File: config.mk
export PLATFORM = sky130hd
export DESIGN_NAME = baro_vario_filter_flat
export DESIGN_NICKNAME = d
export VERILOG_FILES = /design/src/rtl/bvf_pkg.sv /design/src/rtl/bvf_if.sv /design/src/rtl/baro_vario_filter.sv /design/src/rtl/bvf_ser_mul.sv /design/src/rtl/bvf_ser_div.sv /design/src/flat_wrapper.sv
export SDC_FILE = /design/constraint.sdc
export NUM_CORES = 2
export LEC_CHECK = 0
export ABC_CLOCK_PERIOD_IN_PS = 8200
export BUFFER_PORTS_ARGS = -buffer_cell sky130_fd_sc_hd__buf_2
export CORE_ASPECT_RATIO = 1.1
export CORE_MARGIN = 1
export CORE_UTILIZATION = 31
export CTS_CLUSTER_DIAMETER = 120
export DETAILED_ROUTE_END_ITERATION = 16
export GPL_TIMING_DRIVEN = 0
export HOLD_SLACK_MARGIN = 0.03
export PLACE_DENSITY = 0.52
export SYNTH_ARGS = -nofsm -noshare
export SYNTH_HDL_FRONTEND = slang
export SYNTH_HIERARCHICAL = 1
export SYNTH_SLANG_ARGS = --single-unit
File: constraint.sdc
create_clock -name clk -period 8.2 [get_ports clk]
set_clock_uncertainty 0.1 [all_clocks]
set_input_delay 0.41 -clock clk [delete_from_list [all_inputs] [get_ports clk]]
set_output_delay 0.41 -clock clk [all_outputs]
set_load 0.01 [all_outputs]
File: src/rtl/bvf_pkg.sv
// Package for the barometric variometer filter: shared types, widths,
// register index codes, reset values and constants. No dependencies.
`default_nettype none

package bvf_pkg;

    typedef logic [31:0] alt_t;
    typedef logic [31:0] time_t;
    typedef logic [23:0] speed_t;
    typedef logic [15:0] alpha_t;
    typedef logic [2:0]  reg_index_t;
    typedef logic [31:0] reg_data_t;

    typedef struct packed {
        logic busy;
        logic done;
    } unit_status_t;

    localparam int MUL_BITS = 16;
    localparam int MCAND_W  = 34;
    localparam int ACC_W    = 36;
    localparam int PROD_W   = ACC_W + MUL_BITS;

    localparam int DIV_N_W  = 47;
    localparam int DIV_D_W  = 35;
    localparam int QUO_W    = 24;

    localparam logic [ACC_W-1:0]    ROUND_BIAS = ACC_W'(32768);
    localparam logic [MUL_BITS-1:0] MM_NUM     = MUL_BITS'(9525);

    localparam speed_t SPEED_MAX = 24'h7F_FFFF;
    localparam speed_t SPEED_MIN = 24'h80_0000;
    localparam alt_t   ALT_MAX   = 32'h7FFF_FFFF;
    localparam alt_t   ALT_MIN   = 32'h8000_0000;

    localparam reg_index_t REG_ALT_ALPHA  = 3'd0;
    localparam reg_index_t REG_RATE_ALPHA = 3'd1;
    localparam reg_index_t REG_WARMUP_MS  = 3'd2;
    localparam reg_index_t REG_ZERO_SAVED = 3'd3;
    localparam reg_index_t REG_SAVED_ZERO = 3'd4;
    localparam reg_index_t REG_GPS_MODE   = 3'd5;

    localparam alpha_t ALT_ALPHA_RST  = 16'd6554;
    localparam alpha_t RATE_ALPHA_RST = 16'd19661;
    localparam alpha_t WARMUP_MS_RST  = 16'd3000;

    localparam logic OP_SAMPLE  = 1'b0;
    localparam logic OP_RESTART = 1'b1;

endpackage

`default_nettype wire

File: src/rtl/bvf_if.sv
// Handshake channels of the variometer filter: sample input and result output.
// Depends on bvf_pkg for payload types.
`default_nettype none

interface bvf_in_if;
    logic           valid;
    logic           ready;
    logic           op;
    bvf_pkg::alt_t  altitude_sample;
    bvf_pkg::time_t time_ms;

    modport source (output valid, op, altitude_sample, time_ms, input ready);
    modport sink (input valid, op, altitude_sample, time_ms, output ready);
endinterface

interface bvf_out_if;
    logic            valid;
    logic            ready;
    bvf_pkg::alt_t   relative_altitude;
    logic            altitude_valid;
    bvf_pkg::speed_t vertical_speed;
    logic            warmed_up;
    bvf_pkg::alt_t   smoothed_altitude;

    modport source (output valid, relative_altitude, altitude_valid, vertical_speed,
                    warmed_up, smoothed_altitude, input ready);
    modport sink (input valid, relative_altitude, altitude_valid, vertical_speed,
                  warmed_up, smoothed_altitude, output ready);
endinterface

`default_nettype wire

File: src/rtl/baro_vario_filter.sv
// Variometer filter top level: configuration registers, filter state,
// sequencer and output register. Depends on bvf_pkg, bvf_if, bvf_ser_mul, bvf_ser_div.
//
// Each transaction on samples yields one transaction on results. A restart or
// the priming sample needs no arithmetic; a sample that only smooths runs one
// product; a sample that forms a climb rate runs three products and a division.
// The arithmetic runs on the shared bit-serial multiplier (up to three products)
// and the restoring divider (47-bit dividend). samples.ready
// is high whenever the sequencer is idle, even while a result waits on results.
`default_nettype none

module baro_vario_filter (
    input  wire                       clk,
    input  wire                       rst_n,
    bvf_in_if.sink                    samples,
    bvf_out_if.source                 results,
    input  wire                       wr_en,
    input  wire  bvf_pkg::reg_index_t wr_index,
    input  wire  bvf_pkg::reg_data_t  wr_data
);
    import bvf_pkg::*;

    localparam logic [2:0] S_IDLE      = 3'd0;
    localparam logic [2:0] S_DECIDE    = 3'd1;
    localparam logic [2:0] S_ALT_MUL   = 3'd2;
    localparam logic [2:0] S_MAG_START = 3'd3;
    localparam logic [2:0] S_MAG_MUL   = 3'd4;
    localparam logic [2:0] S_DIV       = 3'd5;
    localparam logic [2:0] S_RATE_MUL  = 3'd6;
    localparam logic [2:0] S_FINISH    = 3'd7;

    // configuration
    alpha_t alt_alpha_reg;
    alpha_t rate_alpha_reg;
    alpha_t warmup_ms_reg;
    logic   zero_saved_reg;
    alt_t   saved_zero_reg;
    logic   gps_mode_reg;

    // filter state
    alt_t   smooth_reg;
    alt_t   prev_reg;
    alt_t   zero_reg;
    time_t  last_reg;
    time_t  wstart_reg;
    logic   primed_reg;
    logic   warm_reg;
    speed_t speed_reg;

    // sequencer and latched transaction
    logic [2:0] fsm_reg;
    logic       op_reg;
    alt_t       sample_reg;
    time_t      now_reg;
    logic       neg_reg;

    // output register
    logic   out_valid_reg;
    alt_t   rel_reg;
    logic   aval_reg;
    speed_t vs_reg;
    logic   wu_reg;
    alt_t   sm_reg;

    // units
    logic                mul_start;
    logic [MCAND_W-1:0]  mul_mcand;
    logic [MUL_BITS-1:0] mul_mplier;
    logic [ACC_W-1:0]    mul_bias;
    logic [PROD_W-1:0]   mul_prod;
    unit_status_t        mul_st;
    logic                div_start;
    logic [QUO_W-1:0]    div_quo;
    logic                div_ovf;
    unit_status_t        div_st;

    // datapath
    time_t       dt;
    time_t       elapsed;
    logic        warm_hit;
    logic [32:0] alt_diff;
    alt_t        smooth_new;
    logic [32:0] d_wide;
    alt_t        d_sat;
    alt_t        mag;
    speed_t      m_meas;
    logic [24:0] rate_diff;
    speed_t      speed_new;
    alt_t        zero_sel;
    logic [32:0] rel_wide;
    alt_t        rel_sat;
    logic        valid_now;
    logic        accept;
    logic        out_free;

    assign accept   = samples.valid && samples.ready;
    assign out_free = !out_valid_reg || results.ready;

    assign dt       = now_reg - last_reg;
    assign elapsed  = now_reg - wstart_reg;
    assign warm_hit = !warm_reg && (elapsed >= {16'd0, warmup_ms_reg});

    assign alt_diff   = {sample_reg[31], sample_reg} - {smooth_reg[31], smooth_reg};
    assign smooth_new = smooth_reg + mul_prod[MUL_BITS +: 32];

    assign d_wide = {smooth_reg[31], smooth_reg} - {prev_reg[31], prev_reg};
    always_comb
    begin
        if (d_wide[32] != d_wide[31])
            d_sat = d_wide[32] ? ALT_MIN : ALT_MAX;
        else
            d_sat = d_wide[31:0];
    end
    assign mag = d_sat[31] ? (32'd0 - d_sat) : d_sat;

    always_comb
    begin
        if (neg_reg)
        begin
            if (div_ovf || (div_quo[QUO_W-1] && (div_quo[QUO_W-2:0] != '0)))
                m_meas = SPEED_MIN;
            else
                m_meas = 24'd0 - div_quo;
        end
        else
        begin
            if (div_ovf || div_quo[QUO_W-1])
                m_meas = SPEED_MAX;
            else
                m_meas = div_quo;
        end
    end

    assign rate_diff = {m_meas[23], m_meas} - {speed_reg[23], speed_reg};
    assign speed_new = speed_reg + mul_prod[MUL_BITS +: 24];

    assign zero_sel  = zero_saved_reg ? saved_zero_reg : zero_reg;
    assign rel_wide  = {smooth_reg[31], smooth_reg} - {zero_sel[31], zero_sel};
    assign valid_now = primed_reg && !gps_mode_reg;
    always_comb
    begin
        if (!valid_now)
            rel_sat = '0;
        else if (rel_wide[32] != rel_wide[31])
            rel_sat = rel_wide[32] ? ALT_MIN : ALT_MAX;
        else
            rel_sat = rel_wide[31:0];
    end

    assign mul_start = ((fsm_reg == S_DECIDE) && (op_reg == OP_SAMPLE) && primed_reg)
                     || (fsm_reg == S_MAG_START)
                     || ((fsm_reg == S_DIV) && div_st.done);
    assign div_start = (fsm_reg == S_MAG_MUL) && mul_st.done;

    always_comb
    begin
        unique case (fsm_reg)
            S_DECIDE:
            begin
                mul_mcand  = {alt_diff[32], alt_diff};
                mul_mplier = alt_alpha_reg;
                mul_bias   = ROUND_BIAS;
            end
            S_MAG_START:
            begin
                mul_mcand  = {2'b00, mag};
                mul_mplier = MM_NUM;
                mul_bias   = {2'b00, dt, 2'b00};
            end
            default:
            begin
                mul_mcand  = {{(MCAND_W-25){rate_diff[24]}}, rate_diff};
                mul_mplier = rate_alpha_reg;
                mul_bias   = ROUND_BIAS;
            end
        endcase
    end

    bvf_ser_mul u_mul (
        .clk     (clk),
        .rst_n   (rst_n),
        .start   (mul_start),
        .mcand   (mul_mcand),
        .mplier  (mul_mplier),
        .bias    (mul_bias),
        .product (mul_prod),
        .status  (mul_st)
    );

    bvf_ser_div u_div (
        .clk      (clk),
        .rst_n    (rst_n),
        .start    (div_start),
        .numer    (mul_prod[DIV_N_W-1:0]),
        .denom    ({dt, 3'b000}),
        .quotient (div_quo),
        .overflow (div_ovf),
        .status   (div_st)
    );

    // configuration writes
    always_ff @(posedge clk or negedge rst_n)
    begin
        if (!rst_n)
        begin
            alt_alpha_reg  <= ALT_ALPHA_RST;
            rate_alpha_reg <= RATE_ALPHA_RST;
            warmup_ms_reg  <= WARMUP_MS_RST;
            zero_saved_reg <= 1'b0;
            saved_zero_reg <= '0;
            gps_mode_reg   <= 1'b0;
        end
        else if (wr_en)
        begin
            unique case (wr_index)
                REG_ALT_ALPHA:  alt_alpha_reg  <= wr_data[15:0];
                REG_RATE_ALPHA: rate_alpha_reg <= wr_data[15:0];
                REG_WARMUP_MS:  warmup_ms_reg  <= wr_data[15:0];
                REG_ZERO_SAVED: zero_saved_reg <= wr_data[0];
                REG_SAVED_ZERO: saved_zero_reg <= wr_data;
                REG_GPS_MODE:   gps_mode_reg   <= wr_data[0];
                default:        ;
            endcase
        end
    end

    // sequencer and filter state
    always_ff @(posedge clk or negedge rst_n)
    begin
        if (!rst_n)
        begin
            fsm_reg    <= S_IDLE;
            smooth_reg <= '0;
            prev_reg   <= '0;
            zero_reg   <= '0;
            last_reg   <= '0;
            wstart_reg <= '0;
            primed_reg <= 1'b0;
            warm_reg   <= 1'b0;
            speed_reg  <= '0;
            neg_reg    <= 1'b0;
        end
        else
        begin
            unique case (fsm_reg)
                S_IDLE:
                begin
                    if (accept)
                        fsm_reg <= S_DECIDE;
                end
                S_DECIDE:
                begin
                    if (op_reg == OP_RESTART)
                    begin
                        primed_reg <= 1'b0;
                        warm_reg   <= 1'b0;
                        speed_reg  <= '0;
                        wstart_reg <= now_reg;
                        fsm_reg    <= S_FINISH;
                    end
                    else if (!primed_reg)
                    begin
                        smooth_reg <= sample_reg;
                        prev_reg   <= sample_reg;
                        if (!zero_saved_reg)
                            zero_reg <= sample_reg;
                        last_reg   <= now_reg;
                        primed_reg <= 1'b1;
                        fsm_reg    <= S_FINISH;
                    end
                    else
                        fsm_reg <= S_ALT_MUL;
                end
                S_ALT_MUL:
                begin
                    if (mul_st.done)
                    begin
                        smooth_reg <= smooth_new;
                        if (warm_hit)
                        begin
                            if (!zero_saved_reg)
                                zero_reg <= smooth_new;
                            prev_reg  <= smooth_new;
                            speed_reg <= '0;
                            last_reg  <= now_reg;
                            warm_reg  <= 1'b1;
                            fsm_reg   <= S_FINISH;
                        end
                        else if (warm_reg && (dt != '0))
                            fsm_reg <= S_MAG_START;
                        else
                            fsm_reg <= S_FINISH;
                    end
                end
                S_MAG_START:
                begin
                    neg_reg <= d_sat[31];
                    fsm_reg <= S_MAG_MUL;
                end
                S_MAG_MUL:
                begin
                    if (mul_st.done)
                        fsm_reg <= S_DIV;
                end
                S_DIV:
                begin
                    if (div_st.done)
                        fsm_reg <= S_RATE_MUL;
                end
                S_RATE_MUL:
                begin
                    if (mul_st.done)
                    begin
                        speed_reg <= speed_new;
                        prev_reg  <= smooth_reg;
                        last_reg  <= now_reg;
                        fsm_reg   <= S_FINISH;
                    end
                end
                S_FINISH:
                begin
                    if (out_free)
                        fsm_reg <= S_IDLE;
                end
                default:
                    fsm_reg <= S_IDLE;
            endcase
        end
    end

    // latch the accepted transaction
    always_ff @(posedge clk)
    begin
        if (accept)
        begin
            op_reg     <= samples.op;
            sample_reg <= samples.altitude_sample;
            now_reg    <= samples.time_ms;
        end
    end

    // output register
    always_ff @(posedge clk or negedge rst_n)
    begin
        if (!rst_n)
            out_valid_reg <= 1'b0;
        else if ((fsm_reg == S_FINISH) && out_free)
            out_valid_reg <= 1'b1;
        else if (results.ready)
            out_valid_reg <= 1'b0;
    end

    always_ff @(posedge clk)
    begin
        if ((fsm_reg == S_FINISH) && out_free)
        begin
            rel_reg  <= rel_sat;
            aval_reg <= valid_now;
            vs_reg   <= speed_reg;
            wu_reg   <= warm_reg;
            sm_reg   <= smooth_reg;
        end
    end

    assign samples.ready             = (fsm_reg == S_IDLE);
    assign results.valid             = out_valid_reg;
    assign results.relative_altitude = rel_reg;
    assign results.altitude_valid    = aval_reg;
    assign results.vertical_speed    = vs_reg;
    assign results.warmed_up         = wu_reg;
    assign results.smoothed_altitude = sm_reg;

    a_mul_start_idle: assert property (@(posedge clk) disable iff (!rst_n)
        mul_start |-> !mul_st.busy)
        else $error("multiplier started while busy");

    a_div_start_idle: assert property (@(posedge clk) disable iff (!rst_n)
        div_start |-> !div_st.busy)
        else $error("divider started while busy");

    a_warm_primed: assert property (@(posedge clk) disable iff (!rst_n)
        warm_reg |-> primed_reg)
        else $error("warmup done without priming");

    a_accept_decide: assert property (@(posedge clk) disable iff (!rst_n)
        accept |=> (fsm_reg == S_DECIDE))
        else $error("accepted transaction not taken up");

    a_mul_done_wait: assert property (@(posedge clk) disable iff (!rst_n)
        mul_st.done |-> (fsm_reg == S_ALT_MUL || fsm_reg == S_MAG_MUL
                         || fsm_reg == S_RATE_MUL))
        else $error("product finished with no consumer");

endmodule

`default_nettype wire

File: src/rtl/bvf_ser_mul.sv
// Bit-serial shift-add multiplier: signed multiplicand, unsigned multiplier,
// one multiplier bit per cycle, with a preloaded bias. Depends on bvf_pkg.
`default_nettype none

module bvf_ser_mul (
    input  wire                            clk,
    input  wire                            rst_n,
    input  wire                            start,
    input  wire  [bvf_pkg::MCAND_W-1:0]    mcand,
    input  wire  [bvf_pkg::MUL_BITS-1:0]   mplier,
    input  wire  [bvf_pkg::ACC_W-1:0]      bias,
    output logic [bvf_pkg::PROD_W-1:0]     product,
    output bvf_pkg::unit_status_t          status
);
    import bvf_pkg::*;

    localparam int CNT_W = $clog2(MUL_BITS);

    logic [ACC_W-1:0]    hi_reg, hi_next;
    logic [MUL_BITS-1:0] lo_reg, lo_next;
    logic [MUL_BITS-1:0] q_reg, q_next;
    logic [MCAND_W-1:0]  m_reg;
    logic [CNT_W-1:0]    cnt_reg;
    logic                busy_reg;
    logic                done_reg;
    logic [ACC_W-1:0]    addend;
    logic [ACC_W-1:0]    sum;
    logic                last;

    assign addend = q_reg[0] ? {{(ACC_W-MCAND_W){m_reg[MCAND_W-1]}}, m_reg} : '0;
    assign sum    = hi_reg + addend;
    assign last   = (cnt_reg == CNT_W'(MUL_BITS - 1));

    always_comb
    begin
        hi_next = {sum[ACC_W-1], sum[ACC_W-1:1]};
        lo_next = {sum[0], lo_reg[MUL_BITS-1:1]};
        q_next  = {1'b0, q_reg[MUL_BITS-1:1]};
    end

    always_ff @(posedge clk or negedge rst_n)
    begin
        if (!rst_n)
        begin
            busy_reg <= 1'b0;
            done_reg <= 1'b0;
            cnt_reg  <= '0;
        end
        else
        begin
            done_reg <= 1'b0;
            if (start)
            begin
                busy_reg <= 1'b1;
                cnt_reg  <= '0;
            end
            else if (busy_reg)
            begin
                cnt_reg <= cnt_reg + CNT_W'(1);
                if (last)
                begin
                    busy_reg <= 1'b0;
                    done_reg <= 1'b1;
                end
            end
        end
    end

    always_ff @(posedge clk)
    begin
        if (start)
        begin
            hi_reg <= bias;
            lo_reg <= '0;
            q_reg  <= mplier;
            m_reg  <= mcand;
        end
        else if (busy_reg)
        begin
            hi_reg <= hi_next;
            lo_reg <= lo_next;
            q_reg  <= q_next;
        end
    end

    assign product     = {hi_reg, lo_reg};
    assign status.busy = busy_reg;
    assign status.done = done_reg;

endmodule

`default_nettype wire

File: src/rtl/bvf_ser_div.sv
// Restoring divider, one quotient bit per cycle, with sticky overflow above
// the kept quotient bits. Depends on bvf_pkg.
`default_nettype none

module bvf_ser_div (
    input  wire                            clk,
    input  wire                            rst_n,
    input  wire                            start,
    input  wire  [bvf_pkg::DIV_N_W-1:0]    numer,
    input  wire  [bvf_pkg::DIV_D_W-1:0]    denom,
    output logic [bvf_pkg::QUO_W-1:0]      quotient,
    output logic                           overflow,
    output bvf_pkg::unit_status_t          status
);
    import bvf_pkg::*;

    localparam int CNT_W = $clog2(DIV_N_W);

    logic [DIV_N_W-1:0] n_reg;
    logic [DIV_D_W-1:0] d_reg;
    logic [DIV_D_W-1:0] rem_reg, rem_next;
    logic [QUO_W-1:0]   q_reg;
    logic               ovf_reg;
    logic [CNT_W-1:0]   cnt_reg;
    logic               busy_reg;
    logic               done_reg;
    logic [DIV_D_W:0]   trial;
    logic [DIV_D_W:0]   diff;
    logic               fits;
    logic               last;

    assign trial    = {rem_reg, n_reg[DIV_N_W-1]};
    assign diff     = trial - {1'b0, d_reg};
    assign fits     = (trial >= {1'b0, d_reg});
    assign rem_next = fits ? diff[DIV_D_W-1:0] : trial[DIV_D_W-1:0];
    assign last     = (cnt_reg == CNT_W'(DIV_N_W - 1));

    always_ff @(posedge clk or negedge rst_n)
    begin
        if (!rst_n)
        begin
            busy_reg <= 1'b0;
            done_reg <= 1'b0;
            cnt_reg  <= '0;
        end
        else
        begin
            done_reg <= 1'b0;
            if (start)
            begin
                busy_reg <= 1'b1;
                cnt_reg  <= '0;
            end
            else if (busy_reg)
            begin
                cnt_reg <= cnt_reg + CNT_W'(1);
                if (last)
                begin
                    busy_reg <= 1'b0;
                    done_reg <= 1'b1;
                end
            end
        end
    end

    always_ff @(posedge clk)
    begin
        if (start)
        begin
            n_reg   <= numer;
            d_reg   <= denom;
            rem_reg <= '0;
            q_reg   <= '0;
            ovf_reg <= 1'b0;
        end
        else if (busy_reg)
        begin
            n_reg   <= {n_reg[DIV_N_W-2:0], 1'b0};
            rem_reg <= rem_next;
            q_reg   <= {q_reg[QUO_W-2:0], fits};
            ovf_reg <= ovf_reg | q_reg[QUO_W-1];
        end
    end

    assign quotient    = q_reg;
    assign overflow    = ovf_reg;
    assign status.busy = busy_reg;
    assign status.done = done_reg;

endmodule

`default_nettype wire
File: src/flat_wrapper.sv
// flat-port wrapper written by rule: the top's interface ports become plain ports
module baro_vario_filter_flat import bvf_pkg::*;
  (clk, rst_n, wr_en, wr_index, wr_data, samples_valid, samples_op, samples_altitude_sample, samples_time_ms, samples_ready, results_valid, results_relative_altitude, results_altitude_valid, results_vertical_speed, results_warmed_up, results_smoothed_altitude, results_ready);
  bvf_in_if samples_i ();
  bvf_out_if results_i ();
  input  wire clk;
  input  wire rst_n;
  input  wire wr_en;
  input  wire  bvf_pkg::reg_index_t wr_index;
  input  wire  bvf_pkg::reg_data_t wr_data;
  input wire logic [$bits(samples_i.valid)-1:0] samples_valid;
  input wire logic [$bits(samples_i.op)-1:0] samples_op;
  input wire logic [$bits(samples_i.altitude_sample)-1:0] samples_altitude_sample;
  input wire logic [$bits(samples_i.time_ms)-1:0] samples_time_ms;
  output wire logic [$bits(samples_i.ready)-1:0] samples_ready;
  output wire logic [$bits(results_i.valid)-1:0] results_valid;
  output wire logic [$bits(results_i.relative_altitude)-1:0] results_relative_altitude;
  output wire logic [$bits(results_i.altitude_valid)-1:0] results_altitude_valid;
  output wire logic [$bits(results_i.vertical_speed)-1:0] results_vertical_speed;
  output wire logic [$bits(results_i.warmed_up)-1:0] results_warmed_up;
  output wire logic [$bits(results_i.smoothed_altitude)-1:0] results_smoothed_altitude;
  input wire logic [$bits(results_i.ready)-1:0] results_ready;
  assign samples_i.valid = samples_valid;
  assign samples_i.op = samples_op;
  assign samples_i.altitude_sample = samples_altitude_sample;
  assign samples_i.time_ms = samples_time_ms;
  assign samples_ready = samples_i.ready;
  assign results_valid = results_i.valid;
  assign results_relative_altitude = results_i.relative_altitude;
  assign results_altitude_valid = results_i.altitude_valid;
  assign results_vertical_speed = results_i.vertical_speed;
  assign results_warmed_up = results_i.warmed_up;
  assign results_smoothed_altitude = results_i.smoothed_altitude;
  assign results_i.ready = results_ready;
  baro_vario_filter u_core (.clk(clk), .rst_n(rst_n), .samples(samples_i), .results(results_i), .wr_en(wr_en), .wr_index(wr_index), .wr_data(wr_data));
endmodule
-- Word level (Yosys, flattened, before mapping)
Index checks and enable logic that the tools add are counted.
W data, S select, Z words.
- flip-flop bits (word level): 683
- input bits: 105
- output and inout bits: 92
- word-level logic and storage cells: 206
- add/subtract/negate cells: 14
- magnitude comparators: 2
- equal/unequal tests: 28
- muxes and demuxes: 80
- bitwise operators: 2
- reductions and logical operators: 40
- operators by type and width (kind ; number):
    $mux W32 ; 23
    $pmux W32 S3 ; 2
    $mux W24 ; 7
    $pmux W32 S2 ; 2
    $mux W36 ; 3
    $sub A32 B32 Y33 ; 3
    $mux W47 ; 2
    $pmux W24 S3 ; 1
    $pmux W34 S2 ; 1
    $sub A32 B32 Y32 ; 2
    $add A36 B36 Y36 ; 1
    $ge A36 B35 Y1 ; 1
    $mux W35 ; 1
    $sub A35 B35 Y35 ; 1
    $mux W34 ; 1
    $add A32 B32 Y32 ; 1
    $ge A32 B16 Y1 ; 1
    $mux W16 ; 2
    $pmux W16 S2 ; 1
    $reduce_bool A32 Y1 ; 1
    $sub A1 B32 Y32 const A ; 1
    $mux W3 ; 10
    $sub A24 B24 Y25 ; 1
    $add A24 B24 Y24 ; 1
    other kinds (30) ; 96

-- Logic depth before layout (Yosys ltp)
- depth after elaboration: 7
- gate-level depth with buffers: 30
- gate-level depth less buffers: 26

-- Modules after synthesis
Netlist, hierarchy kept.
- modules (own cells, without submodules) (module ; instances ; cells an instance ; area each (um2) ; seq. area each (um2)):
    baro_vario_filter ; 1 ; 3486 ; 31659.1 ; 11513.5
    bvf_ser_div ; 1 ; 734 ; 7805.0 ; 3863.7
    bvf_ser_mul ; 1 ; 612 ; 6397.4 ; 3052.9

-- Worst setup path after synthesis
Ideal clock, no wire load.
- kind: register to register
- start: register u_core.smooth_reg[2]
- end: register u_core.u_mul.m_reg[30] (data pin)
- library setup time: 0.280 ns
- arrival time: 5.541 ns
- required time: 7.820 ns
- slack: 2.278 ns
- stages on the path, launching flop included: 29
- buffers on the path: 5
- clock period less this slack: 5.922 ns
- cells stage by stage: dfrtp_1 -> ha_1 -> o211ai_1 -> a21o_1 -> a2111oi_4 -> o21bai_2 -> a21o_1 -> a31oi_1 -> a31oi_1 -> nor2b_1 -> o21ai_0 -> nand2b_1 -> xor2_1 -> ha_1 -> clkbuf_2 -> buf_6 -> clkbuf_8 -> clkbuf_8 -> clkbuf_1 -> o21ai_0 -> ha_1 -> o21ai_0 -> a2111o_1 -> a211o_1 -> or2_1 -> nor2b_1 -> a41oi_1 -> xnor2_1 -> o221ai_1
- word-level cells in the longest chain between the ends: 6
- elaborated cells between the ends (all ways): 8
- classes of those cells: add/sub (3); eq/ne (1); mux (4)
- RTL lines (what ; RTL line ; source):
    start: declaration ; baro_vario_filter.sv:41 ; alt_t smooth_reg;
    start signal: assignment ; baro_vario_filter.sv:263 ; smooth_reg <= sample_reg;
    start signal: assignment ; baro_vario_filter.sv:278 ; smooth_reg <= smooth_new;
    $sub A32 B32 Y33 ; baro_vario_filter.sv:106 ; assign d_wide = {smooth_reg[31], smooth_reg} - {prev_reg[31], prev_reg};
    $mux W32 / $ne A1 B1 Y1 (equally long branches) ; baro_vario_filter.sv:110, baro_vario_filter.sv:109 ;
    $mux W32 ; baro_vario_filter.sv:109 ; if (d_wide[32] != d_wide[31])
    $sub A1 B32 Y32 ; baro_vario_filter.sv:114 ; assign mag = d_sat[31] ? (32'd0 - d_sat) : d_sat;
    $mux W32 ; baro_vario_filter.sv:114 ;
    $pmux W34 S2 * ; baro_vario_filter.sv:157 ; unique case (fsm_reg)
    net u_core.mul_mcand[30] ; baro_vario_filter.sv:67 ; logic [MCAND_W-1:0] mul_mcand;
    end signal: assignment ; bvf_ser_mul.sv:76 ; m_reg <= mcand;
    end: declaration ; bvf_ser_mul.sv:22 ; logic [MCAND_W-1:0] m_reg;
The timed path passes the listed nets; every way through them passes the cells marked *.
A chain may end at the register's enable or synchronous reset.

-- Final worst setup path
- start: register u_core.smooth_reg[9]
- end: register u_core.u_mul.m_reg[30] (data pin)
Same word-level chain as after synthesis.

==> out/qor.txt <==
status - finished clean
Worst slew margin - 10.5%
register area - 18400 sq um
Min Hold Slack - 149 ps
total CTS buffers - 80
RR Endpoint - u_core/u_mul/m_reg[30]
port buffer count - 196
DRC - 0
HPWL Detailed - 123000 um
r2r setup slk - 450 ps
cell family with most CP delay - compound AO/OA/AOI/OAI gates
layout net count - 5672
count of final hold-check violations - 0
CP Launch Type - flip-flop
Reg-to-Reg Start - u_core/smooth_reg[9]
Worst Path Buf+Inv - 5
initial antenna violation count - 1
P_int - 6.14 mW
R2R cell count - 27
Total GRT Usage - 20.5%
critical path class - reg -> reg
Area Overhead vs Synth - 16.3%
Post-Synthesis Cell Area - 45800 sq um
DR iter-0 viols - 2585
total wire length - 155000 um
antenna-violating nets left - 0
endpoints failing setup - 0
Max-cap violations - 0
largest net degree at the start of global routing - 96
DR pass1 iterations - 6
Req. time, crit path - 8470 ps
Clock Power Share - 46.5%
Worst-path clk slew - 60 ps
switching power - 1.91 mW
fillers - 15.0k
max-slew violations - 0
Post-Syn Instances - 4830
area of the multi-input gates - 25400 sq um
Fin Setup TNS - 0 ps
gpl congestion - 0.946
CTS tree - yes
Max Clk Rate - 0.129 GHz
worst hold path class - in -> async
Core Util, Final - 36.4%
most frequent cells in the layout - nand2_1 (480), nor2_1 (368), a21oi_1 (337)
row count - 147
unrepaired setup endpoints after global routing - no
worst-skew pair later-pin latency - 690 ps
vias - 37.7k
first-pass GRT wire length - 232000 um
Yosys warnings - 6
CP Data Arrival Time - 8020 ps
Vias/cell - 5.21
Crit Path Max Fanout - 10
switch share - 23.7%
overall power - 8.05 mW
Critical path origin - u_core/smooth_reg[9]
wire length per cell - 21.5 um
slowest stage cell, crit path - ha_1
die width - 369 um
vias in the first global route - 37.1k
peak supply drop - 0.000146 V
Avg Cell Area, Syn - 9.49 sq um
CP max stage delay - 570 ps
die area - 149000 sq um
Reg power frac - 46.9%
fin crit share - 94.6%
Clock Tree Buf Depth - 3
Slew @ Worst Pin - 1340 ps
share of cells above drive strength 1 - 13.1%
die span in y - 405 um
leakage - 21.1 nW
max reg flops - 47
Clock Sinks - 686
endpoint class of the critical path - flip-flop
starting density of the core - 31.3%
H-tree Lvls - 3
Final min period - 7750 ps
leading cell type in the layout, fill and taps excluded - nand2_1
Comb power frac - 6.7%
Pwr per Cell Area - 151 nW/um^2
IO Count - 197
Congestion Overflow GR - 0
Root Driver - clkbuf_16
placeable core region - 146000 sq um
[timing repair]
action | CTS | global route
hold endpoints to repair | 254 | 0
gates resized for setup | 0 | 0
hold buffers | 103 | 0
buffers inserted | 0 | 0
[worst max path at each step]
stage / to / slack, ps / cells after the start
after floorplan: u_core/u_mul/m_reg[30] / 2280 / 28
after global placement: u_core/results.vertical_speed[13] / -60 / 3
after detailed placement: u_core/u_mul/m_reg[30] / 510 / 27
after CTS: u_core/u_mul/m_reg[30] / 500 / 27
after global routing: u_core/u_mul/m_reg[30] / 90 / 27
final: u_core/u_mul/m_reg[30] / 450 / 27
[power groups by stage]
stage	combinational [mW]	clock, mW	sequential, mW
final	0.537	3.74	3.77
after global routing	0.593	3.97	3.77
after CTS	0.538	3.84	3.77
after detailed placement	0.496	0	3.84
after global placement	0.484	0	3.83
after floorplan	0.341	0	3.78
[stage by stage]
stage,instances,worst slack (ps),cell area (sq um)
final,7232,445,53300
after floorplan,4836,2280,45900
after detailed placement,6980,512,49500
after CTS,7230,495,53300
after global placement,6969,-62.9,49300
after global routing,7231,88.0,53300
[layer usage]
layer  vias up  global-route usage [%]  wire, um
li1      18400                       -         -
met1     18300                    25.6     68000
met2       805                    35.0     74400
met3       228                    2.44      5560
met4         0                    9.78      7540
met5         -                       0         0
[cell type report]
type                            instances  share of cell area (%)
Tap cell                             1937                    4.55
Antenna cell                            2                 0.00939
Clock buffer                          111                    4.38
Timing Repair Buffer                  310                    4.21
Sequential cell                       686                    34.6
Clock inverter                         36                   0.728
Multi-Input combinational cell       3657                    47.7
Inverter                              293                    2.06
Buffer                                200                    1.81
(Power assumes the default switching activity.)
